<file path="src/hdl/mftp_pkg.sv">
// shared types and constants for the multilevel feedback task picker
package mftp_pkg;

    localparam int ACTION_W    = 2;
    localparam int ID_W        = 4;
    localparam int RUN_LEVEL_W = 3;
    localparam int QUANTUM_W   = 30;
    localparam int CFG_IDX_W   = 3;
    localparam int NUM_QREGS   = 5;

    localparam logic [ACTION_W-1:0] ACT_NEW   = 2'd0;
    localparam logic [ACTION_W-1:0] ACT_YIELD = 2'd1;
    localparam logic [ACTION_W-1:0] ACT_START = 2'd2;

    localparam logic [QUANTUM_W-1:0] QUANTUM_RESET [NUM_QREGS] = '{
        30'd10000000, 30'd20000000, 30'd40000000, 30'd80000000, 30'd160000000
    };

    typedef enum logic [1:0] {
        ST_IDLE,
        ST_PUSH,
        ST_POP,
        ST_LOAD
    } state_t;

    typedef struct packed {
        logic push_en;
        logic pop_en;
        logic full_cap;
        logic lvl_write;
        logic load_direct;
        logic load_pop;
    } ctl_t;

endpackage

</file>
<file path="src/hdl/multilevel_feedback_task_picker.sv">
// top level of the multilevel feedback task picker
//
// Command channel: an event (action, task_id) is taken on a clock edge with
// start high and busy low. busy stays high while the event is worked on.
// Every event gives exactly one result: run_task, run_level, quantum_ns and
// queue_full are shown for one cycle with done high; the receiver cannot
// stall, so a result is never held.
// A start event (or any action other than new or yield), or a new task that
// finds level 0 empty, is answered straight from the push step. A yield, or a
// new task queued behind others, goes through a push step, a pop step and a
// load step for the registered read of the queue ram, with its single read and
// write port. A new event may be accepted in the cycle that shows done.
// Configuration: quantum registers are written over cfg_valid/cfg_ready with
// cfg_index and cfg_data; cfg_ready is low while busy, so writes are taken
// only while the block is idle, indexes past the last register are dropped.
// Reset clears all task levels and queue pointers and loads the default
// quanta; the queue ram needs no clearing since it is read only after a push.
module multilevel_feedback_task_picker #(
    parameter int TASKS  = 16,
    parameter int LEVELS = 5
) (
    input  logic                               clk,
    input  logic                               rst_n,
    input  logic                               start,
    output logic                               busy,
    input  logic [mftp_pkg::ACTION_W-1:0]      action,
    input  logic [mftp_pkg::ID_W-1:0]          task_id,
    output logic                               done,
    output logic [mftp_pkg::ID_W-1:0]          run_task,
    output logic [mftp_pkg::RUN_LEVEL_W-1:0]   run_level,
    output logic [mftp_pkg::QUANTUM_W-1:0]     quantum_ns,
    output logic                               queue_full,
    input  logic                               cfg_valid,
    output logic                               cfg_ready,
    input  logic [mftp_pkg::CFG_IDX_W-1:0]     cfg_index,
    input  logic [mftp_pkg::QUANTUM_W-1:0]     cfg_data
);

    localparam int LVL_W    = $clog2(LEVELS);
    localparam int PTR_W    = $clog2(TASKS);
    localparam int CNT_W    = $clog2(TASKS + 1);
    localparam int DEPTH    = LEVELS * TASKS;
    localparam int ADDR_W   = $clog2(DEPTH);
    localparam int ID_SPAN  = 2 ** mftp_pkg::ID_W;
    localparam int TL_DEPTH = (TASKS < ID_SPAN) ? TASKS : ID_SPAN;
    localparam int TL_IW    = $clog2(TL_DEPTH);

    mftp_pkg::state_t state_reg, state_next;
    mftp_pkg::ctl_t   ctl;

    logic [mftp_pkg::ACTION_W-1:0]    action_reg;
    logic [mftp_pkg::ID_W-1:0]        id_reg;
    logic                             full_reg;
    logic [LVL_W-1:0]                 pop_lvl_reg;
    logic [LVL_W-1:0]                 task_level_reg [TL_DEPTH];
    logic [PTR_W-1:0]                 head_reg [LEVELS];
    logic [PTR_W-1:0]                 tail_reg [LEVELS];
    logic [CNT_W-1:0]                 cnt_reg [LEVELS];
    logic [mftp_pkg::QUANTUM_W-1:0]   qreg_reg [mftp_pkg::NUM_QREGS];

    logic                             done_reg;
    logic [mftp_pkg::ID_W-1:0]        run_task_reg;
    logic [mftp_pkg::RUN_LEVEL_W-1:0] run_level_reg;
    logic [mftp_pkg::QUANTUM_W-1:0]   quantum_reg;
    logic                             queue_full_reg;

    logic                             accept;
    logic                             is_new;
    logic                             is_yield;
    logic                             id_ok;
    logic                             q0_busy;
    logic                             pushing;
    logic                             found;
    logic [LVL_W-1:0]                 lvl_cur;
    logic [LVL_W-1:0]                 next_lvl;
    logic [LVL_W-1:0]                 push_lvl;
    logic [LVL_W-1:0]                 pop_lvl_sel;
    logic [LVL_W-1:0]                 unit_lvl;
    logic [PTR_W-1:0]                 unit_ptr;
    logic [PTR_W-1:0]                 unit_inc;
    logic [CNT_W-1:0]                 unit_cnt;
    logic                             unit_full;
    logic [ADDR_W-1:0]                unit_addr;
    logic [mftp_pkg::ID_W-1:0]        ram_rdata;
    logic [mftp_pkg::QUANTUM_W-1:0]   pop_quantum;

    assign busy      = (state_reg != mftp_pkg::ST_IDLE);
    assign accept    = start && !busy;
    assign cfg_ready = !busy;

    assign done       = done_reg;
    assign run_task   = run_task_reg;
    assign run_level  = run_level_reg;
    assign quantum_ns = quantum_reg;
    assign queue_full = queue_full_reg;

    // event decode and level bookkeeping
    assign is_new   = (action_reg == mftp_pkg::ACT_NEW);
    assign is_yield = (action_reg == mftp_pkg::ACT_YIELD);
    assign id_ok    = (int'(id_reg) < TASKS);
    assign lvl_cur  = id_ok ? task_level_reg[id_reg[TL_IW-1:0]] : '0;
    assign next_lvl = (int'(lvl_cur) < LEVELS - 1) ? lvl_cur + LVL_W'(1)
                                                   : LVL_W'(LEVELS - 1);
    assign push_lvl = is_yield ? next_lvl : '0;
    assign q0_busy  = (cnt_reg[0] != '0);
    assign pushing  = is_yield || (is_new && q0_busy);

    // first non-empty level
    always_comb
    begin
        pop_lvl_sel = push_lvl;
        found       = 1'b0;
        for (int i = 0; i < LEVELS; i++)
        begin
            if (!found && cnt_reg[i] != '0)
            begin
                pop_lvl_sel = LVL_W'(i);
                found       = 1'b1;
            end
        end
    end

    // shared pointer and address unit, used for push then pop
    always_comb
    begin
        unit_lvl  = (state_reg == mftp_pkg::ST_POP) ? pop_lvl_sel : push_lvl;
        unit_ptr  = (state_reg == mftp_pkg::ST_POP) ? head_reg[unit_lvl] : tail_reg[unit_lvl];
        unit_cnt  = cnt_reg[unit_lvl];
        unit_full = (unit_cnt >= CNT_W'(TASKS));
        unit_inc  = (unit_ptr == PTR_W'(TASKS - 1)) ? '0 : unit_ptr + PTR_W'(1);
        unit_addr = ADDR_W'(int'(unit_lvl) * TASKS + int'(unit_ptr));
    end

    assign pop_quantum = (int'(pop_lvl_reg) >= mftp_pkg::NUM_QREGS)
                       ? qreg_reg[mftp_pkg::NUM_QREGS-1]
                       : qreg_reg[pop_lvl_reg];

    // next state
    always_comb
    begin
        state_next = state_reg;
        unique case (state_reg)
            mftp_pkg::ST_IDLE:
            begin
                if (accept)
                begin
                    state_next = mftp_pkg::ST_PUSH;
                end
            end
            mftp_pkg::ST_PUSH:
            begin
                state_next = pushing ? mftp_pkg::ST_POP : mftp_pkg::ST_IDLE;
            end
            mftp_pkg::ST_POP:
            begin
                state_next = mftp_pkg::ST_LOAD;
            end
            mftp_pkg::ST_LOAD:
            begin
                state_next = mftp_pkg::ST_IDLE;
            end
            default:
            begin
                state_next = mftp_pkg::ST_IDLE;
            end
        endcase
    end

    // sequencer controls
    always_comb
    begin
        ctl = '0;
        unique case (state_reg)
            mftp_pkg::ST_PUSH:
            begin
                ctl.push_en     = pushing && !unit_full;
                ctl.full_cap    = 1'b1;
                ctl.lvl_write   = (is_new || is_yield) && id_ok;
                ctl.load_direct = !pushing;
            end
            mftp_pkg::ST_POP:
            begin
                ctl.pop_en = 1'b1;
            end
            mftp_pkg::ST_LOAD:
            begin
                ctl.load_pop = 1'b1;
            end
            default:
            begin
                ctl = '0;
            end
        endcase
    end

    mftp_ram #(
        .WIDTH (mftp_pkg::ID_W),
        .DEPTH (DEPTH)
    ) u_queue_ram (
        .clk   (clk),
        .we    (ctl.push_en),
        .waddr (unit_addr),
        .wdata (id_reg),
        .raddr (unit_addr),
        .rdata (ram_rdata)
    );

    always_ff @(posedge clk or negedge rst_n)
    begin
        if (!rst_n)
        begin
            state_reg <= mftp_pkg::ST_IDLE;
            done_reg  <= 1'b0;
            for (int i = 0; i < TL_DEPTH; i++)
            begin
                task_level_reg[i] <= '0;
            end
            for (int i = 0; i < LEVELS; i++)
            begin
                head_reg[i] <= '0;
                tail_reg[i] <= '0;
                cnt_reg[i]  <= '0;
            end
            for (int i = 0; i < mftp_pkg::NUM_QREGS; i++)
            begin
                qreg_reg[i] <= mftp_pkg::QUANTUM_RESET[i];
            end
        end
        else
        begin
            state_reg <= state_next;
            done_reg  <= ctl.load_direct || ctl.load_pop;
            if (cfg_valid && cfg_ready && int'(cfg_index) < mftp_pkg::NUM_QREGS)
            begin
                qreg_reg[cfg_index] <= cfg_data;
            end
            if (ctl.lvl_write)
            begin
                task_level_reg[id_reg[TL_IW-1:0]] <= is_yield ? next_lvl : '0;
            end
            if (ctl.push_en)
            begin
                tail_reg[unit_lvl] <= unit_inc;
                cnt_reg[unit_lvl]  <= unit_cnt + CNT_W'(1);
            end
            if (ctl.pop_en)
            begin
                head_reg[unit_lvl] <= unit_inc;
                cnt_reg[unit_lvl]  <= unit_cnt - CNT_W'(1);
            end
        end
    end

    always_ff @(posedge clk)
    begin
        if (accept)
        begin
            action_reg <= action;
            id_reg     <= task_id;
        end
        if (ctl.full_cap)
        begin
            full_reg <= pushing && unit_full;
        end
        if (ctl.pop_en)
        begin
            pop_lvl_reg <= unit_lvl;
        end
        if (ctl.load_direct)
        begin
            run_task_reg   <= id_reg;
            run_level_reg  <= is_new ? '0 : mftp_pkg::RUN_LEVEL_W'(lvl_cur);
            quantum_reg    <= is_new ? qreg_reg[0] : '0;
            queue_full_reg <= 1'b0;
        end
        if (ctl.load_pop)
        begin
            run_task_reg   <= ram_rdata;
            run_level_reg  <= mftp_pkg::RUN_LEVEL_W'(pop_lvl_reg);
            quantum_reg    <= pop_quantum;
            queue_full_reg <= full_reg;
        end
    end

    a_done_idle: assert property (@(posedge clk) disable iff (!rst_n)
        done |-> !busy)
        else $error("result shown while busy");

    a_accept_push: assert property (@(posedge clk) disable iff (!rst_n)
        start && !busy |=> state_reg == mftp_pkg::ST_PUSH)
        else $error("accepted event did not enter push step");

    a_pop_nonempty: assert property (@(posedge clk) disable iff (!rst_n)
        state_reg == mftp_pkg::ST_POP |-> cnt_reg[pop_lvl_sel] != '0)
        else $error("pop from empty queue");

    a_full_from_pop: assert property (@(posedge clk) disable iff (!rst_n)
        done && queue_full |-> $past(state_reg) == mftp_pkg::ST_LOAD)
        else $error("queue full flag on a result without insert");

endmodule

</file>
<file path="src/hdl/mftp_ram.sv">
// generic single write port ram with registered read
module mftp_ram #(
    parameter int WIDTH = 4,
    parameter int DEPTH = 80
) (
    input  logic                     clk,
    input  logic                     we,
    input  logic [$clog2(DEPTH)-1:0] waddr,
    input  logic [WIDTH-1:0]         wdata,
    input  logic [$clog2(DEPTH)-1:0] raddr,
    output logic [WIDTH-1:0]         rdata
);

    logic [WIDTH-1:0] mem [DEPTH];

    always_ff @(posedge clk)
    begin
        if (we)
        begin
            mem[waddr] <= wdata;
        end
        rdata <= mem[raddr];
    end

endmodule
</file>
<file path="config.mk">
export PLATFORM = sky130hd
export DESIGN_NAME = multilevel_feedback_task_picker
export DESIGN_NICKNAME = d
export VERILOG_FILES = /design/src/hdl/mftp_pkg.sv /design/src/hdl/multilevel_feedback_task_picker.sv /design/src/hdl/mftp_ram.sv
export SDC_FILE = /design/constraint.sdc
export NUM_CORES = 1
export LEC_CHECK = 0
export ABC_AREA = 0
export BUFFER_PORTS_ARGS = -buffer_cell sky130_fd_sc_hd__buf_2
export CAP_MARGIN = 20
export CORE_ASPECT_RATIO = 0.6
export CORE_MARGIN = 1.5
export CORE_UTILIZATION = 30
export DETAILED_ROUTE_END_ITERATION = 7
export HOLD_SLACK_MARGIN = 0.06
export PLACE_DENSITY = 0.51
export SYNTH_ARGS = -nofsm -noshare
export SYNTH_HDL_FRONTEND = slang
export SYNTH_SLANG_ARGS = --single-unit
</file>
<file path="constraint.sdc">
create_clock -name clk -period 8.6 [get_ports clk]
set_clock_uncertainty 0.05 [all_clocks]
set_input_delay 2.58 -clock clk [delete_from_list [all_inputs] [get_ports clk]]
set_output_delay 2.58 -clock clk [all_outputs]
set_load 0.005 [all_outputs]
</file>
==> results.sh, run 1 <==
export IMPL_outcome="complete, no violations"
export IMPL_avgSynthCellArea_um2=13.7
export IMPL_std_cell_rows=86
export IMPL_placed_area_um2=29700
export IMPL_crit_family="simple AND/OR/NAND/NOR gates"
export IMPL_finalSetupViolCount=0
export IMPL_clock_latency_ns=0.69
export IMPL_cts_made_buffers=60
export IMPL_hold_path_class="reg2reg"
export IMPL_worst_hold_slack_ns=0.436
export IMPL_drv_cap=0
export IMPL_hold_violations=0
export IMPL_fin_ws_ns=1.13
export IMPL_cp_slowest_cell="nor2_1"
export IMPL_io_buffers=83
export IMPL_drive_above_1_share_pct=26.8
export IMPL_post_place_ws_ns=1.29
export IMPL_min_period_ns=7.47
export IMPL_place_hpwl_um=55600
export IMPL_via_per_inst=5.41
export IMPL_die_w_um=396
export IMPL_finalSetupTns_ns=0
export IMPL_stdcell_area_um2=31800
export IMPL_layout_worst_path_cycle_share_pct=86.9
export IMPL_r2r_end="u_queue_ram.mem[35][3]$_DFFE_PP_"
export IMPL_ys_seq_area_share_pct=64.3
export IMPL_startpoint="id_reg[1]$_DFFE_PP_"
export IMPL_power_leakage_nw=11.6
export IMPL_final_cells=3402
export IMPL_cp_depth=16
export IMPL_r2r_start="id_reg[1]$_DFFE_PP_"
export IMPL_wl_per_cell_um=25.1
export IMPL_tightest_slew_ns=1.24
export IMPL_die_h_um=239
export IMPL_drt_pass1_iter_count=6
export IMPL_first_iter_violations=1829
export IMPL_maxSlewViolCount=0
export IMPL_htreeDepth=2
export IMPL_coreArea_um2=91700
export IMPL_postCtsResizedCells=0
export IMPL_drcViolationCount=0
export IMPL_total_power_mw=12.3
export IMPL_root_buffer="clkbuf_16"
export IMPL_wl_um=85400
export IMPL_grt_pass1_wl_um=126000
export IMPL_cts_setup_buffers=0
export IMPL_globalRoute_totalOverflow=0
export IMPL_power_density_nw_per_um2=387
export IMPL_crit_chain="buf_4 -> mux4_2 -> mux4_2 -> ha_1 -> nor3b_1 -> o21ai_0 -> nand3_2 -> nand2_2 -> inv_2 -> mux2i_1 -> a211oi_1 -> nor2_4 -> buf_4 -> nor2_1 -> nand2_1 -> nor2_1"
export IMPL_syn_num_nets=2077
export IMPL_startpoint_type="flip-flop"
export IMPL_slew_headroom_pct=16.7
export IMPL_vias=18417
export IMPL_gp_congestion=0.896
export IMPL_numClockSinks=638
export IMPL_arrival_ns=7.73
export IMPL_path_class="reg2reg"
export IMPL_cts_tree="yes"
export IMPL_clock_path_buffers=3
export IMPL_start_util_pct=30.3
export IMPL_path_clk_slew_ns=0.07
export IMPL_reg2regPathDepth=16
export IMPL_synth_edff_count=368
export IMPL_dieArea_um2=94300
export IMPL_critPathRequiredTime_ns=8.86
export IMPL_utilization_pct=34.6
export IMPL_ys_ff_latch=638
export IMPL_drtAntennaViolNets=0
export IMPL_r2r_slack_ns=1.13
export IMPL_largest_reg_flops=320
export IMPL_area_growth_pct=14.5
export IMPL_cp_slowest_stage_delay_ns=1.00
export IMPL_path_buf_inv=3
export IMPL_end_kind="flip-flop"
export IMPL_pin_count=84
export IMPL_post_synth_inst_count=2030
export IMPL_synth_main_ff_cell="edfxtp_1"
export IMPL_grt_pass1_vias=18333
export IMPL_final_nets=2164
export IMPL_path_max_fanout=52
export IMPL_ys_types=87
export IMPL_cts_hold_buf=0
export IMPL_syn_cell_area_um2=27700
export IMPL_grt_antenna_before_repair=1
export IMPL_rsz0062_at_grt="no"
export IMPL_max_freq_mhz=134
export IMPL_grt_max_degree=172
export IMPL_dp_cells=3284
export IMPL_async_reset_ff_share_pct=41.7
export IMPL_track_usage_pct=17.8
export IMPL_vdd_ir_drop_worst_mv=0.285
export IMPL_ys_warn_count=0
export IMPL_cp_endpoint="u_queue_ram.mem[35][3]$_DFFE_PP_"
==> worst min path at each step <==
| stage | startpoint | end | slack (ns) | depth (start not counted) |
|---|---|---|---|---|
| after floorplan | tail_reg[13]$_DFFE_PN0P_ | tail_reg[13]$_DFFE_PN0P_ | 0.39 | 2 |
| after detailed placement | tail_reg[5]$_DFFE_PN0P_ | tail_reg[5]$_DFFE_PN0P_ | 0.42 | 2 |
| after global routing | tail_reg[8]$_DFFE_PN0P_ | tail_reg[8]$_DFFE_PN0P_ | 0.45 | 2 |
| after global placement | tail_reg[5]$_DFFE_PN0P_ | tail_reg[5]$_DFFE_PN0P_ | 0.42 | 2 |
| final | tail_reg[8]$_DFFE_PN0P_ | tail_reg[8]$_DFFE_PN0P_ | 0.44 | 2 |
| after CTS | tail_reg[5]$_DFFE_PN0P_ | tail_reg[5]$_DFFE_PN0P_ | 0.44 | 2 |
==> cell usage after synthesis, drive strengths merged, types with 14 or more instances <==
library cell	n	share of area [%]
mux2i	81	2.9
dfrtp	226	20
nor3	28	0.51
nand2	218	3.0
edfxtp	368	40
nand3	40	0.74
inv	14	0.19
clkbuf	53	0.72
buf	57	0.96
mux4	37	3.0
a22oi	37	1.0
a22o	17	0.54
dfstp	40	3.8
a221oi	47	1.5
o21ai	110	2.0
nor2	175	2.4
a21oi	45	0.84
a211oi	15	0.41
mux2	225	9.1
==> worst min-delay path, cell delays in order, from the launching register on <==
cell and delay (ns):
dfrtp_1 0.34, nand2_1 0.05, o21ai_0 0.06
==> routing by layer <==
layer	up-vias	GRT usage [%]	part of all wire [%]
met5	-	0.255	0.036
met4	2	4.38	2.0
met3	134	5.64	9.9
met2	840	23.4	39
met1	9480	27.8	49
li1	7961	-	-
==> area by class of cell <==
cell class              instances  area (um2)
repair buffers                135         845
clock buffers                  85        1700
inverters                      15        56.3
multi-input cells            1267        9450
clock inverters                29         340
flip-flops and latches        638       17800
fillers                      8942       59900
well taps                    1232        1540
diodes                          1        2.50
==> placed cells by master (no fill, tap or decap), types with 17 or more instances in the layout <==
master       n
dfrtp_1    226
edfxtp_1   368
a22o_1      17
buf_4       48
nand2_1    214
a22oi_1     36
dfstp_2     40
nor2_1     169
mux2i_1     81
a221oi_1    47
mux4_2      37
clkbuf_16   60
buf_2       82
mux2_2     222
nor3_1      23
o21ai_0    103
a21oi_1     43
nand3_1     38
==> power breakdown <==
group / switching (mW) / internal, mW / total [mW]
clock network: 1.24 / 1.51 / 2.75
logic: 3.29 / 1.79 / 5.07
registers: 0.408 / 4.05 / 4.46
total: 4.93 / 7.35 / 12.3
==> kinds of logic (layout without fill, tap and decap cells) <==
logic type,count (synthesis),in the layout,share of synthesized area (%)
buffers and inverters,125,264,1.88
DFF,638,638,64.3
muxes,343,343,15.1
adders and majority gates,4,4,0.180
AOI/OAI and AO/OA,393,393,10.1
xor gates and xnor gates,5,5,0.158
and+or+nand+nor,522,522,8.30
other,0,1,0
No activity file was read; power rests on OpenSTA's default activity.
==> run 2: changes to the inputs <==
CORE_MARGIN = 1   (was 1.5)
CTS_CLUSTER_DIAMETER = 150   (was default)
PLACE_DENSITY = default   (was 0.51)
==> run 2 against run 1 <==
  * The flow now finishes with violations (DRC)
  * Via count grew 1.4%
  * Global-route usage shrank 0.15 points
  * First-iteration DRC count grew 31%
  * Highest routed layer is now met4
  * Sequential cell count is the same
  * Routed wire length shrank 1.7%
==> results.sh, run 2 (synthesis gave the netlist of run 1 again) <==
export IMPL_cts_setup_buffers=0
export IMPL_std_cell_rows=85
export IMPL_place_hpwl_um=55600
export IMPL_startpoint_type="flip-flop"
export IMPL_r2r_start="id_reg[0]$_DFFE_PP_"
export IMPL_postCtsResizedCells=0
export IMPL_largest_reg_flops=320
export IMPL_via_per_inst=5.51
export IMPL_track_usage_pct=17.7
export IMPL_final_common_cell="edfxtp_1"
export IMPL_wl_um=83900
export IMPL_drtAntennaViolNets=0
export IMPL_drv_cap=0
export IMPL_cts_made_buffers=59
export IMPL_dieArea_um2=93700
export IMPL_grt_max_degree=161
export IMPL_io_buffers=83
export IMPL_vias=18681
export IMPL_hold_violations=0
export IMPL_startpoint="id_reg[0]$_DFFE_PP_"
export IMPL_htreeDepth=2
export IMPL_hold_path_class="reg2reg"
export IMPL_holdCritStartpoint="task_level_reg[13]$_DFFE_PN0P_"
export IMPL_power_leakage_nw=11.6
export IMPL_path_clk_slew_ns=0.07
export IMPL_gp_congestion=0.932
export IMPL_violations="DRC"
export IMPL_tightest_slew_ns=1.11
export IMPL_min_period_ns=7.32
export IMPL_clock_path_buffers=3
export IMPL_root_buffer="clkbuf_16"
export IMPL_worst_hold_slack_ns=0.435
export IMPL_cts_hold_buf=0
export IMPL_critPathRequiredTime_ns=8.88
export IMPL_vdd_ir_drop_worst_mv=0.332
export IMPL_cp_slowest_stage_delay_ns=0.93
export IMPL_drt_pass1_iter_count=8
export IMPL_arrival_ns=7.59
export IMPL_globalRoute_totalOverflow=0
export IMPL_area_growth_pct=14.6
export IMPL_layout_worst_path_cycle_share_pct=85.1
export IMPL_cp_slowest_cell="nor3_1"
export IMPL_wl_per_cell_um=24.8
export IMPL_clock_latency_ns=0.67
export IMPL_grt_antenna_before_repair=2
export IMPL_start_util_pct=30.6
export IMPL_n_fill_cell=8717
export IMPL_die_w_um=395
export IMPL_path_max_fanout=89
export IMPL_grt_pass1_vias=18600
export IMPL_die_h_um=238
export IMPL_grt_pass1_wl_um=125000
export IMPL_coreArea_um2=90600
export IMPL_end_kind="flip-flop"
export IMPL_maxSlewViolCount=0
export IMPL_final_cell_mix="368 x edfxtp_1, 226 x dfrtp_1, 222 x mux2_2"
export IMPL_max_freq_mhz=137
export IMPL_cts_tree="yes"
export IMPL_power_density_nw_per_um2=389
export IMPL_drcViolationCount=1
export IMPL_numClockSinks=638
export IMPL_slew_headroom_pct=25.9
export IMPL_drive_above_1_share_pct=26.8
export IMPL_final_nets=2166
export IMPL_finalSetupTns_ns=0
export IMPL_rsz0062_at_grt="no"
export IMPL_outcome="finished with violations"
export IMPL_crit_chain="buf_4 -> mux4_2 -> mux2i_1 -> ha_1 -> nor3b_1 -> o21ai_0 -> and3_1 -> nor4_4 -> o31a_1 -> o31ai_4 -> nor2_4 -> inv_2 -> nor3_1 -> nand2_1 -> nor2_1"
export IMPL_path_class="reg2reg"
export IMPL_finalSetupViolCount=0
export IMPL_pin_count=84
export IMPL_first_iter_violations=2400
==> run 2: worst max-delay path, delay by kind of cell, from the launching register on <==
kind	cells	cell delay, ns
mux	2	0.51
buf+inv	2	1.13
flops	1	0.55
simple gates	7	3.64
compound gates	3	0.71
fa+ha+maj	1	0.37
==> run 2: report_power, final <==
part           switching, mW  internal (mW)  leakage (nW)
logic                   3.27           1.78          3.94
clock network           1.23           1.58         0.985
registers              0.428           4.05          6.67
total                   4.94           7.42          11.6
==> run 2: area by class of cell <==
cell class	count	area [um2]	area share, %
antenna	1	2.50	0.00787
clock buffer	74	1570	4.94
clock inverter	38	499	1.57
inverter	15	56.3	0.177
multi-input combinational	1267	9430	29.7
sequential	638	17800	56.1
tap	1218	1520	4.79
timing repair buffer	138	863	2.72
==> run 2: metrics by stage <==
stage               instances  utilization, %  power, mW  setup slack, ns  cell area, um2
global placement         3273            32.8       9.29             1.49           29700
detailed placement       3275            32.8       9.40             1.58           29700
finish                   3389            35.1       12.4             1.28           31800
floorplan                2030               -       7.49             2.32           27700
CTS                      3387            35.1       12.2             1.53           31800
global route             3388            35.1       12.8             1.11           31800
==> run 2: path summary, 6_finish.rpt <==
check	to	slack (ns)	cells past startpoint
setup / recovery	u_queue_ram.mem[6][1]$_DFFE_PP_	1.28	15
hold / removal	task_level_reg[13]$_DFFE_PN0P_	0.44	2
setup reg to reg	u_queue_ram.mem[6][1]$_DFFE_PP_	1.28	15
hold reg to reg	task_level_reg[13]$_DFFE_PN0P_	0.44	2
max in group asynchronous	qreg_reg[80]$_DFFE_PN0P_	5.13	2
min in group asynchronous	task_level_reg[30]$_DFFE_PN0P_	1.90	1
==> run 2: routing by layer <==
metal | wire length [um] | track usage [%] | part of all wire, %
met1 | 39200 | 27.4 | 47
met2 | 32900 | 23.1 | 39
met3 | 10100 | 5.82 | 12
met4 | 1670 | 4.39 | 2.0
met5 | 0 | 0 | 0
==> run 3: changes to the inputs <==
CORE_UTILIZATION = 53   (was 30)
PLACE_DENSITY = 0.7   (was default)
==> run 3 against run 2 <==
  * The run still ends with DRC left
  * Power decreased by 3.0%
  * Fmax increased by 2.4%
  * Largest cell class unchanged
  * Via count increased by 1.3%
  * First-iteration DRC count increased by 19%
  * Worst setup slack improved by 0.17 ns
  * Largest power group unchanged
==> results.sh, run 3 (synthesis gave the netlist of run 1 again) <==
export IMPL_outcome="finished with violations"
export IMPL_violations="DRC"
export IMPL_drive_above_1_share_pct=26.0
export IMPL_layout_worst_path_cycle_share_pct=83.1
export IMPL_hold_violations=0
export IMPL_m1WireLength_um=34700
export IMPL_numClockSinks=638
export IMPL_dieArea_um2=53300
export IMPL_power_density_nw_per_um2=389
export IMPL_path_max_fanout=22
export IMPL_final_common_cell="edfxtp_1"
export IMPL_cts_tree="yes"
export IMPL_min_path_cells=2
export IMPL_r2r_end="u_queue_ram.mem[20][2]$_DFFE_PP_"
export IMPL_final_cells=2850
export IMPL_pin_count=84
export IMPL_wl_um=77900
export IMPL_vias=18927
export IMPL_final_cell_mix="368 x edfxtp_1, 226 x dfrtp_1, 222 x mux2_2"
export IMPL_postCtsResizedCells=0
export IMPL_r2r_start="id_reg[0]$_DFFE_PP_"
export IMPL_start_util_pct=54.0
export IMPL_drv_cap=0
export IMPL_globalRoute_totalOverflow=0
export IMPL_die_w_um=297
export IMPL_rsz0062_at_grt="no"
export IMPL_place_hpwl_um=50900
export IMPL_tightest_slew_ns=1.26
export IMPL_grt_antenna_before_repair=0
export IMPL_arrival_ns=7.35
export IMPL_drcViolationCount=33
export IMPL_end_kind="flip-flop"
export IMPL_finalSetupTns_ns=0
export IMPL_critPathRequiredTime_ns=8.80
export IMPL_via_per_inst=6.64
export IMPL_clock_path_buffers=3
export IMPL_hold_path_class="reg2reg"
export IMPL_first_iter_violations=2845
export IMPL_gp_congestion=0.975
export IMPL_drt_pass1_iter_count=8
export IMPL_clock_latency_ns=0.60
export IMPL_top_layer_used="met4"
export IMPL_finalSetupViolCount=0
export IMPL_std_cell_rows=64
export IMPL_path_class="reg2reg"
export IMPL_coreArea_um2=51300
export IMPL_track_usage_pct=29.2
export IMPL_htreeDepth=2
export IMPL_met3WireLength_um=10700
export IMPL_grt_max_degree=154
export IMPL_cts_hold_buf=0
export IMPL_dp_cells=2740
export IMPL_hold_end="head_reg[19]$_DFFE_PN0P_"
export IMPL_cts_setup_buffers=0
export IMPL_cts_made_buffers=56
export IMPL_grt_pass1_wl_um=116000
export IMPL_area_growth_pct=11.2
export IMPL_r2r_slack_ns=1.46
export IMPL_root_buffer="clkbuf_16"
export IMPL_power_leakage_nw=11.5
export IMPL_reg2regPathDepth=15
export IMPL_maxSlewViolCount=0
export IMPL_largest_reg_flops=320
export IMPL_wl_met2_um=31000
export IMPL_min_period_ns=7.14
export IMPL_io_buffers=83
export IMPL_grt_pass1_vias=18078
export IMPL_drtAntennaViolNets=0
export IMPL_vdd_ir_drop_worst_mv=0.351
export IMPL_startpoint_type="flip-flop"
export IMPL_wl_per_cell_um=27.3
export IMPL_slew_headroom_pct=14.1
export IMPL_path_clk_slew_ns=0.07
export IMPL_holdCritStartpoint="head_reg[19]$_DFFE_PN0P_"
export IMPL_final_nets=2155
export IMPL_die_h_um=179
export IMPL_max_freq_mhz=140
-- run 3: changes by cell type in the layout (fill, tap and decap cells not counted), moves of 2 or more --
cell / previous run / this run
buf_4: 53 / 41
clkinvlp_4: 9 / 2
bufinv_16: 9 / 5
clkinv_1: 7 / 11
clkinv_2: 8 / 12
clkbuf_1: 10 / 13
buf_6: 0 / 2
clkbuf_16: 59 / 57
clkbuf_4: 2 / 0
inv_16: 2 / 0
-- run 3: through the flow --
step                total power, mW  setup WS [ns]  utilization, %  instance area, um2  hold WS, ns
detailed placement             9.28           1.33            56.5               29000        0.417
finish                         12.0           1.46            60.1               30800        0.435
global route                   12.4           1.22            60.1               30800        0.461
floorplan                      7.49           2.32               -               27700        0.390
global placement               9.18           1.25            56.4               29000        0.411
CTS                            11.8           1.29            60.0               30800        0.435
-- run 3: final cells by class --
class | instances | area (um2)
Fill cell | 3907 | 20500
Multi-Input combinational cell | 1267 | 9430
Clock buffer | 73 | 1520
Antenna cell | 2 | 5.00
Sequential cell | 638 | 17800
Clock inverter | 32 | 297
Timing Repair Buffer | 130 | 828
Inverter | 15 | 56.3
Tap cell | 693 | 867
-- run 3: how the worst max path moves through the flow --
stage	endpoint	slack, ns	startpoint
6_report	u_queue_ram.mem[20][2]$_DFFE_PP_	1.46	id_reg[0]$_DFFE_PP_
2_1_floorplan	head_reg[2]$_DFFE_PN0P_	2.32	id_reg[0]$_DFFE_PP_
3_3_place_gp	u_queue_ram.mem[5][1]$_DFFE_PP_	1.25	id_reg[1]$_DFFE_PP_
4_1_cts	u_queue_ram.mem[60][1]$_DFFE_PP_	1.29	id_reg[1]$_DFFE_PP_
3_5_place_dp	u_queue_ram.mem[60][2]$_DFFE_PP_	1.33	id_reg[1]$_DFFE_PP_
5_1_grt	u_queue_ram.mem[68][3]$_DFFE_PP_	1.22	id_reg[0]$_DFFE_PP_
-- run 3: per-layer routing --
| layer | vias to the layer above | GRT usage [%] |
|---|---|---|
| met4 | 0 | 6.23 |
| met1 | 9629 | 45.3 |
| met5 | - | 0 |
| met2 | 1235 | 38.6 |
| met3 | 143 | 10.3 |
| li1 | 7920 | - |
-- run 3: report_power, final --
group / switching, mW / internal, mW
sequential: 0.422 / 4.05
combinational: 3.22 / 1.76
clock: 1.13 / 1.39
-- run 3: critical path, stage by stage, from the launching register on --
cell	delay (ns)
edfxtp_1	0.59
mux4_2	0.56
mux4_2	0.52
ha_1	0.33
nor3b_1	0.25
o21ai_0	0.24
and3_1	0.40
nor4_4	0.42
o31a_1	0.30
o31ai_4	0.10
nor2_4	0.30
inv_2	0.31
buf_4	0.30
nor3_1	0.87
nand2_1	0.72
nor2_1	0.50
